[config.mk]
export PLATFORM = sky130hd
export DESIGN_NAME = gain_scheduled_pd_controller
export DESIGN_NICKNAME = d
export VERILOG_FILES = /design/src/rtl/gspd_pkg.sv /design/src/rtl/gspd_cfg.sv /design/src/rtl/gspd_front.sv /design/src/rtl/gspd_fifo.sv /design/src/rtl/gspd_back.sv /design/src/rtl/gain_scheduled_pd_controller.sv
export SDC_FILE = /design/constraint.sdc
export NUM_CORES = 2
export LEC_CHECK = 0
export ABC_AREA = 1
export BUFFER_PORTS_ARGS = -buffer_cell sky130_fd_sc_hd__buf_4
export CORE_UTILIZATION = 55
export CTS_CLUSTER_SIZE = 12
export DETAILED_ROUTE_END_ITERATION = 16
export PLACE_DENSITY_LB_ADDON = 0.25
export SETUP_SLACK_MARGIN = 0.15
export SLEW_MARGIN = 40
export SYNTH_ARGS = -nofsm -noshare
export SYNTH_HDL_FRONTEND = slang
export SYNTH_SLANG_ARGS = --single-unit
[constraint.sdc]
create_clock -name clk -period 12.8 [get_ports clk]
set_input_delay 0 -clock clk [delete_from_list [all_inputs] [get_ports clk]]
set_output_delay 0 -clock clk [all_outputs]
set_load 0.02 [all_outputs]
[src/rtl/gspd_pkg.sv]
// Package for the gain-scheduled PD controller: defaults, register codes and shared types.
package gspd_pkg;

	localparam int DEF_ERROR_WIDTH    = 16;
	localparam int DEF_GAIN_FRAC_BITS = 12;
	localparam int QUEUE_DEPTH        = 4;

	localparam int GAIN_W   = 16;
	localparam int THRESH_W = 17;
	localparam int LIMIT_W  = 15;
	localparam int SPEED_W  = 8;
	localparam int DRIVE_W  = 16;
	localparam int CFG_IDX_W  = 8;
	localparam int CFG_DATA_W = 17;

	localparam logic [SPEED_W-1:0] SPEED_RESTART = SPEED_W'(55);
	localparam logic [LIMIT_W-1:0] LIMIT_RESET   = LIMIT_W'(255);

	typedef enum logic [CFG_IDX_W-1:0] {
		REG_KP_FAST   = 8'd0,
		REG_KD_FAST   = 8'd1,
		REG_KP_SLOW   = 8'd2,
		REG_KD_SLOW   = 8'd3,
		REG_KI_GAIN   = 8'd4,
		REG_BIAS      = 8'd5,
		REG_THRESHOLD = 8'd6,
		REG_OUT_LIMIT = 8'd7
	} cfg_reg_t;

	typedef struct packed {
		logic [GAIN_W-1:0]   kp_fast;
		logic [GAIN_W-1:0]   kd_fast;
		logic [GAIN_W-1:0]   kp_slow;
		logic [GAIN_W-1:0]   kd_slow;
		logic [GAIN_W-1:0]   ki_gain;
		logic [GAIN_W-1:0]   bias_term;
		logic [THRESH_W-1:0] change_threshold;
		logic [LIMIT_W-1:0]  out_limit;
	} gspd_cfg_t;

endpackage

[src/rtl/gspd_cfg.sv]
// Configuration register file of the controller.
module gspd_cfg
	import gspd_pkg::*;
(
	input  logic                  clk,
	input  logic                  arst_n,
	input  logic                  wr_en,
	input  logic [CFG_IDX_W-1:0]  wr_index,
	input  logic [CFG_DATA_W-1:0] wr_data,
	output gspd_cfg_t             cfg
);

	gspd_cfg_t cfg_q;

	always_ff @(posedge clk or negedge arst_n) begin
		if (!arst_n) begin
			// The limit sits in the lowest bits; every other register resets to zero.
			cfg_q <= {{($bits(gspd_cfg_t) - LIMIT_W){1'b0}}, LIMIT_RESET};
		end else if (wr_en) begin
			unique case (wr_index)
				REG_KP_FAST:   cfg_q.kp_fast <= wr_data[GAIN_W-1:0];
				REG_KD_FAST:   cfg_q.kd_fast <= wr_data[GAIN_W-1:0];
				REG_KP_SLOW:   cfg_q.kp_slow <= wr_data[GAIN_W-1:0];
				REG_KD_SLOW:   cfg_q.kd_slow <= wr_data[GAIN_W-1:0];
				REG_KI_GAIN:   cfg_q.ki_gain <= wr_data[GAIN_W-1:0];
				REG_BIAS:      cfg_q.bias_term <= wr_data[GAIN_W-1:0];
				REG_THRESHOLD: cfg_q.change_threshold <= wr_data[THRESH_W-1:0];
				REG_OUT_LIMIT: cfg_q.out_limit <= wr_data[LIMIT_W-1:0];
				default: begin
					// Writes beyond the register list are dropped.
				end
			endcase
		end
	end

	assign cfg = cfg_q;

endmodule

[src/rtl/gspd_front.sv]
// Front end: forms the change, picks the gain set and updates the speed counter.
module gspd_front
	import gspd_pkg::*;
#(
	parameter int ERROR_WIDTH = DEF_ERROR_WIDTH,
	parameter int ENT_W       = 2 * DEF_ERROR_WIDTH + 10
) (
	input  logic                   clk,
	input  logic                   arst_n,
	input  logic                   accept,
	input  logic [ERROR_WIDTH-1:0] error_sample,
	input  logic [SPEED_W-1:0]     speed_count_in,
	input  gspd_cfg_t              cfg,
	output logic [ENT_W-1:0]       entry
);

	localparam int CHG_W = ERROR_WIDTH + 1;
	localparam int CMP_W = (CHG_W > THRESH_W) ? CHG_W : THRESH_W;

	logic signed [ERROR_WIDTH-1:0] last_error_q;
	logic signed [CHG_W-1:0]       last_change_q;
	logic signed [ERROR_WIDTH-1:0] err;
	logic signed [CHG_W-1:0]       change;
	logic [CHG_W-1:0]              mag_chg;
	logic [CHG_W-1:0]              mag_last;
	logic                          fast;
	logic [SPEED_W-1:0]            speed_new;

	assign err    = $signed(error_sample);
	assign change = CHG_W'(err) - CHG_W'(last_error_q);

	// The magnitude of the most negative change still fits as an unsigned value.
	assign mag_chg  = change[CHG_W-1] ? CHG_W'(-change) : CHG_W'(change);
	assign mag_last = last_change_q[CHG_W-1] ? CHG_W'(-last_change_q) : CHG_W'(last_change_q);

	assign fast = CMP_W'(change) > CMP_W'($signed(cfg.change_threshold));

	assign speed_new = (mag_chg < mag_last) ? speed_count_in + SPEED_W'(1) : SPEED_RESTART;

	assign entry = {speed_new, fast, change, err};

	always_ff @(posedge clk or negedge arst_n) begin
		if (!arst_n) begin
			last_error_q  <= '0;
			last_change_q <= '0;
		end else if (accept) begin
			last_error_q  <= err;
			last_change_q <= change;
		end
	end

endmodule

[src/rtl/gspd_fifo.sv]
// Short register queue between the front end and the arithmetic back end.
module gspd_fifo
	import gspd_pkg::*;
#(
	parameter int WIDTH = 2 * DEF_ERROR_WIDTH + 10,
	parameter int DEPTH = QUEUE_DEPTH
) (
	input  logic             clk,
	input  logic             arst_n,
	input  logic             push,
	input  logic [WIDTH-1:0] wdata,
	input  logic             pop,
	output logic [WIDTH-1:0] rdata,
	output logic             full,
	output logic             empty
);

	localparam int PTR_W = (DEPTH > 1) ? $clog2(DEPTH) : 1;
	localparam int CNT_W = $clog2(DEPTH + 1);

	logic [WIDTH-1:0] mem [DEPTH];
	logic [PTR_W-1:0] wr_ptr_q;
	logic [PTR_W-1:0] rd_ptr_q;
	logic [CNT_W-1:0] count_q;
	logic             do_push;
	logic             do_pop;

	assign full    = count_q == CNT_W'(DEPTH);
	assign empty   = count_q == '0;
	assign do_push = push && !full;
	assign do_pop  = pop && !empty;
	assign rdata   = mem[rd_ptr_q];

	always_ff @(posedge clk) begin
		if (do_push) begin
			mem[wr_ptr_q] <= wdata;
		end
	end

	always_ff @(posedge clk or negedge arst_n) begin
		if (!arst_n) begin
			wr_ptr_q <= '0;
			rd_ptr_q <= '0;
			count_q  <= '0;
		end else begin
			if (do_push) begin
				wr_ptr_q <= (wr_ptr_q == PTR_W'(DEPTH - 1)) ? '0 : wr_ptr_q + PTR_W'(1);
			end
			if (do_pop) begin
				rd_ptr_q <= (rd_ptr_q == PTR_W'(DEPTH - 1)) ? '0 : rd_ptr_q + PTR_W'(1);
			end
			if (do_push && !do_pop) begin
				count_q <= count_q + CNT_W'(1);
			end else if (do_pop && !do_push) begin
				count_q <= count_q - CNT_W'(1);
			end
		end
	end

endmodule

[src/rtl/gspd_back.sv]
// Back end: multiply, sum, truncate toward zero and saturate, with the output register.
module gspd_back
	import gspd_pkg::*;
#(
	parameter int ERROR_WIDTH    = DEF_ERROR_WIDTH,
	parameter int GAIN_FRAC_BITS = DEF_GAIN_FRAC_BITS,
	parameter int ENT_W          = 2 * DEF_ERROR_WIDTH + 10
) (
	input  logic               clk,
	input  logic               arst_n,
	input  logic [ENT_W-1:0]   entry,
	input  logic               entry_valid,
	output logic               entry_pop,
	input  gspd_cfg_t          cfg,
	output logic               out_valid,
	input  logic               out_ready,
	output logic [DRIVE_W-1:0] drive_value,
	output logic [SPEED_W-1:0] speed_count_out
);

	localparam int CHG_W = ERROR_WIDTH + 1;
	localparam int PE_W  = ERROR_WIDTH + GAIN_W;
	localparam int PD_W  = CHG_W + GAIN_W;
	localparam int BS_W  = GAIN_W + GAIN_FRAC_BITS;
	localparam int SW    = ((PD_W > BS_W) ? PD_W : BS_W) + 2;
	localparam int SHIFT = ERROR_WIDTH / 2 + GAIN_FRAC_BITS;

	logic signed [ERROR_WIDTH-1:0] err_h;
	logic signed [CHG_W-1:0]       change_h;
	logic                          fast_h;
	logic [SPEED_W-1:0]            speed_h;
	logic [GAIN_W-1:0]             kp_sel;
	logic [GAIN_W-1:0]             kd_sel;
	logic signed [PE_W-1:0]        prod_p_c;
	logic signed [PE_W-1:0]        prod_i_c;
	logic signed [PD_W-1:0]        prod_d_c;
	logic                          adv;

	logic                   valid_s1;
	logic signed [PE_W-1:0] prod_p_s1;
	logic signed [PE_W-1:0] prod_i_s1;
	logic signed [PD_W-1:0] prod_d_s1;
	logic [SPEED_W-1:0]     speed_s1;

	logic                 valid_s2;
	logic signed [SW-1:0] sum_c;
	logic signed [SW-1:0] sum_s2;
	logic [SPEED_W-1:0]   speed_s2;

	logic signed [SW-1:0] rnd_c;
	logic signed [SW-1:0] quo_c;
	logic signed [SW-1:0] lim_c;
	logic signed [SW-1:0] sat_c;

	logic               out_valid_q;
	logic [DRIVE_W-1:0] drive_q;
	logic [SPEED_W-1:0] speed_q;

	assign {speed_h, fast_h, change_h, err_h} = entry;

	// The whole pipeline moves together whenever the output register can take a value.
	assign adv       = !out_valid_q || out_ready;
	assign entry_pop = adv && entry_valid;

	assign kp_sel   = fast_h ? cfg.kp_fast : cfg.kp_slow;
	assign kd_sel   = fast_h ? cfg.kd_fast : cfg.kd_slow;
	assign prod_p_c = err_h * $signed(kp_sel);
	assign prod_i_c = err_h * $signed(cfg.ki_gain);
	assign prod_d_c = change_h * $signed(kd_sel);

	assign sum_c = SW'(prod_p_s1) + SW'(prod_i_s1) + SW'(prod_d_s1)
		+ (SW'($signed(cfg.bias_term)) <<< GAIN_FRAC_BITS);

	// Adding the fraction mask to a negative sum makes the arithmetic shift round toward zero.
	assign rnd_c = sum_s2 + (sum_s2[SW-1] ? $signed({{(SW-SHIFT){1'b0}}, {SHIFT{1'b1}}})
		: $signed({SW{1'b0}}));
	assign quo_c = rnd_c >>> SHIFT;
	assign lim_c = $signed({{(SW-LIMIT_W){1'b0}}, cfg.out_limit});

	always_comb begin
		priority if (quo_c > lim_c) begin
			sat_c = lim_c;
		end else if (quo_c < -lim_c) begin
			sat_c = -lim_c;
		end else begin
			sat_c = quo_c;
		end
	end

	always_ff @(posedge clk or negedge arst_n) begin
		if (!arst_n) begin
			valid_s1    <= 1'b0;
			valid_s2    <= 1'b0;
			out_valid_q <= 1'b0;
		end else if (adv) begin
			valid_s1    <= entry_valid;
			valid_s2    <= valid_s1;
			out_valid_q <= valid_s2;
		end
	end

	always_ff @(posedge clk) begin
		if (adv) begin
			prod_p_s1 <= prod_p_c;
			prod_i_s1 <= prod_i_c;
			prod_d_s1 <= prod_d_c;
			speed_s1  <= speed_h;
			sum_s2    <= sum_c;
			speed_s2  <= speed_s1;
			drive_q   <= sat_c[DRIVE_W-1:0];
			speed_q   <= speed_s2;
		end
	end

	assign out_valid       = out_valid_q;
	assign drive_value     = drive_q;
	assign speed_count_out = speed_q;

endmodule

[src/rtl/gain_scheduled_pd_controller.sv]
// Throughput: one sample per cycle while the output is not stalled; the gain
// multipliers are registered once, the sum once, and the truncation and clamp
// feed the output register.
// A four-entry queue lets the input side keep accepting while the output stalls.
// Reset clears the previous error and change, zeroes all gains, sets the limit
// to 255 and empties the queue and pipeline.
module gain_scheduled_pd_controller
	import gspd_pkg::*;
#(
	parameter int ERROR_WIDTH    = DEF_ERROR_WIDTH,
	parameter int GAIN_FRAC_BITS = DEF_GAIN_FRAC_BITS,
	localparam int IN_W          = ((ERROR_WIDTH + SPEED_W + 7) / 8) * 8,
	localparam int OUT_W         = DRIVE_W + SPEED_W
) (
	input  logic                  clk,
	input  logic                  arst_n,
	input  logic                  s_axis_tvalid,
	output logic                  s_axis_tready,
	// error_sample, speed_count_in, zero fill
	input  logic [IN_W-1:0]       s_axis_tdata,
	output logic                  m_axis_tvalid,
	input  logic                  m_axis_tready,
	// drive_value, speed_count_out
	output logic [OUT_W-1:0]      m_axis_tdata,
	input  logic                  cfg_valid,
	output logic                  cfg_ready,
	input  logic [CFG_IDX_W-1:0]  cfg_index,
	input  logic [CFG_DATA_W-1:0] cfg_data
);

	localparam int ENT_W = 2 * ERROR_WIDTH + 10;

	gspd_cfg_t          cfg;
	logic               accept;
	logic [ENT_W-1:0]   entry_in;
	logic [ENT_W-1:0]   entry_out;
	logic               q_full;
	logic               q_empty;
	logic               q_pop;
	logic [DRIVE_W-1:0] drive_value;
	logic [SPEED_W-1:0] speed_count_out;

	assign cfg_ready     = 1'b1;
	assign s_axis_tready = !q_full;
	assign accept        = s_axis_tvalid && s_axis_tready;

	gspd_cfg u_cfg (
		.clk      (clk),
		.arst_n   (arst_n),
		.wr_en    (cfg_valid && cfg_ready),
		.wr_index (cfg_index),
		.wr_data  (cfg_data),
		.cfg      (cfg)
	);

	gspd_front #(
		.ERROR_WIDTH (ERROR_WIDTH),
		.ENT_W       (ENT_W)
	) u_front (
		.clk            (clk),
		.arst_n         (arst_n),
		.accept         (accept),
		.error_sample   (s_axis_tdata[ERROR_WIDTH-1:0]),
		.speed_count_in (s_axis_tdata[ERROR_WIDTH+SPEED_W-1:ERROR_WIDTH]),
		.cfg            (cfg),
		.entry          (entry_in)
	);

	gspd_fifo #(
		.WIDTH (ENT_W),
		.DEPTH (QUEUE_DEPTH)
	) u_fifo (
		.clk    (clk),
		.arst_n (arst_n),
		.push   (accept),
		.wdata  (entry_in),
		.pop    (q_pop),
		.rdata  (entry_out),
		.full   (q_full),
		.empty  (q_empty)
	);

	gspd_back #(
		.ERROR_WIDTH    (ERROR_WIDTH),
		.GAIN_FRAC_BITS (GAIN_FRAC_BITS),
		.ENT_W          (ENT_W)
	) u_back (
		.clk             (clk),
		.arst_n          (arst_n),
		.entry           (entry_out),
		.entry_valid     (!q_empty),
		.entry_pop       (q_pop),
		.cfg             (cfg),
		.out_valid       (m_axis_tvalid),
		.out_ready       (m_axis_tready),
		.drive_value     (drive_value),
		.speed_count_out (speed_count_out)
	);

	assign m_axis_tdata = {speed_count_out, drive_value};

endmodule

==> impl_metrics.ini <==
[run_status]
status = finished clean

[clocking]
cts_buffers = 55
clkSlewWorstSetupHoldPaths_ns = 0.06
cts_setup_buffers = 0
clkLatencyLatePin_ns = 0.65
tritoncts = yes
cts-resized-gates = 0
cts_root_buf = clkbuf_16
cts_hold_buf = 42
cts_buffer_depth = 3
htreeDepth = 2
cts.sinks = 511

[timing]
fin_crit_sh = 0.719
worst_pin_slew_ns = 0.945
tns_ns = 0
clock_skew_ns = 0.0416
rsz0062_at_grt = false
maxSlewHeadroom = 0.370
fmax_mhz = 109
setup_violations = 0
hold_viol = 0
min_period_ns = 9.20
drv_slew = 0

[floorplanning]
core-area_sq_mm = 0.104
num_rows = 118
start_util = 0.556
die_area_sq_mm = 0.106
die_height_um = 326
io_pins = 81
die_w_um = 326

[synth]
synth_flop_cell = edfxtp_1
syn-num-nets = 7809
syn_area_sq_mm = 0.0577
synth-compound-area-share = 0.0692
synth_top_cell_by_area = fa_1
synth_top_area_frac = 0.291
yosys_register_bits = 511
synthAdderAreaFrac = 0.382
synth_most_common_cell = inv_1
synth_cell_types = 68
avgSynthCellArea_sq_um = 8.88
synthTopCellsByArea = fa_1 29%, edfxtp_1 18%, ha_1 9.2%
synth_warnings = 0
synth_edf_count = 340
synthArstFlopShare = 0.335
synth_commonest_cells = 1326 x inv_1, 1266 x nand2_1, 837 x fa_1, 670 x nor2_1, 423 x ha_1
synth_top_family_by_area = adder cells
yosys-mux-area-fraction = 0.000347
yosys.area_share.simple = 0.167
ys_seq_area_frac = 0.251
netlist_instances = 6495
synthXorXnorAreaFrac = 0.0287

[detailed_routing]
vias = 43700
firstDrtPassIters = 8
route.met3.wl_um = 15000
wl_um = 161000
wl_met2_um = 72600
drc = 0
wl_met1_um = 66500
ant_nets = 0
routedWlPerCell_um = 20.1
top_layer = met5
drtIter0Drc = 3944
avgViaCountPerCell = 5.47

[placed_design]
port_buffers = 79
hpwlAfterDp_um = 126000
gp_congestion = 0.981
dp.cells = 7833

[global_route]
grt_usage = 0.310
grt_max_degree = 87
grt_overflow = 0
grt_pass1_vias = 44800
grt_pass1_wl_um = 253000
antenna_found_initial = 12

[finish]
layout-drive-gt1-share = 0.0620
syn_to_final_growth_pct = 7.25
layout.cells.non_filler = 7988
finalNetCount = 7868

[min_path]
hp-start = cfg_data[4]
min_path_type = in -> reg

[run]
maxCapViolCount = 0

[worst_setup_path]
critPathLaunchType = flop
cp_max_fo = 35
worstSetupEndpointType = flop
critical_path_class = reg -> reg
critPathRequiredTime_ns = 13.19
r2r_start = u_fifo.rd_ptr_q[1]
path_common_cell = fa_1
startpoint = u_fifo.rd_ptr_q[1]
max_stage_delay_ns = 0.59
crit_slowest_cell = fa_1
arrival_ns = 9.59
==> cell families after synthesis <==
family	Yosys count
other	1
adders and majority gates	1260
buffers and inverters	1515
muxes	2
xor gates and xnor gates	188
AOI/OAI and AO/OA	679
and+or+nand+nor	2339
DFF	511
==> final timing paths <==
check | end | cells past startpoint | slack [ns]
max in group asynchronous | u_cfg.cfg[2] | 5 | 10.93
hold reg to reg | u_back.speed_count_out[3] | 0 | 0.41
hold / removal | u_cfg.cfg[52] | 3 | 0.08
setup reg to reg | u_back.prod_d_s1[26] | 28 | 3.60
setup / recovery | u_back.prod_d_s1[26] | 28 | 3.60
min in group asynchronous | u_cfg.cfg[75] | 3 | 0.37
==> cells in the final DEF, fill, tap and decap left out, types with 85 or more instances in the layout <==
| cell type | count |
|---|---|
| nor2_1 | 666 |
| ha_1 | 423 |
| edfxtp_1 | 340 |
| a21oi_1 | 214 |
| xor2_1 | 121 |
| or2_2 | 85 |
| dfrtp_1 | 162 |
| buf_4 | 115 |
| nand2_1 | 1258 |
| fa_1 | 837 |
| inv_1 | 1315 |
| nand3_1 | 176 |
| o21ai_0 | 295 |
==> layout make-up <==
type	instances	area [sq um]
sequential	511	14500
fill	9035	42000
clock inverter	18	166
multi-input combinational	4469	37400
antenna	8	20.0
inverter	1354	5090
tap	1380	1730
clock buffer	85	1570
timing repair buffer	163	1370
==> stage by stage <==
stage / setup WS [ns] / hold slack, ns / util / instance area [sq um]
6_report: 3.60 / 0.0754 / 0.596 / 61800
5_1_grt: 3.23 / 0.0611 / 0.596 / 61800
4_1_cts: 3.66 / 0.0109 / 0.595 / 61800
3_5_place_dp: 3.70 / 0.0590 / 0.574 / 59600
3_3_place_gp: 3.67 / 0.0605 / 0.574 / 59600
2_1_floorplan: 6.23 / -0.296 / - / 57700
==> state kept, by name, summed over array words and instances (netlist names) <==
| name | flops |
|---|---|
| u_cfg.cfg | 128 |
| u_back.speed_s1 | 8 |
| u_back.sum_s2 | 35 |
| u_fifo.mem | 168 |
| u_fifo.wr_ptr_q | 2 |
| u_back.speed_count_out | 8 |
| u_fifo.rd_ptr_q | 2 |
| u_front.last_error_q | 16 |
| u_back.prod_p_s1 | 32 |
| u_back.valid_s1 | 1 |
| u_back.prod_i_s1 | 32 |
| u_back.out_valid | 1 |
| u_fifo.count_q | 3 |
| u_back.prod_d_s1 | 33 |
| u_back.drive_value | 16 |
| u_back.valid_s2 | 1 |
| u_back.speed_s2 | 8 |
| u_front.last_change_q | 17 |
==> worst max-delay path: cells and delay by family, from the launching register on <==
family | cells | cell delay [ns]
and+or+nand+nor | 6 | 1.00
buffers and inverters | 9 | 2.53
adders and majority gates | 7 | 3.39
AOI/OAI and AO/OA | 5 | 1.18
DFF | 1 | 0.38
xor gates and xnor gates | 1 | 0.36
==> layer usage <==
layer	vias to the layer above	GRT usage
met3	338	0.0707
met5	-	0
met4	10	0.112
li1	20200	-
met2	1740	0.487
met1	21400	0.423
Power is not shown: default switching activity piles up to over one toggle a cycle in this logic, so the estimate is an artifact.
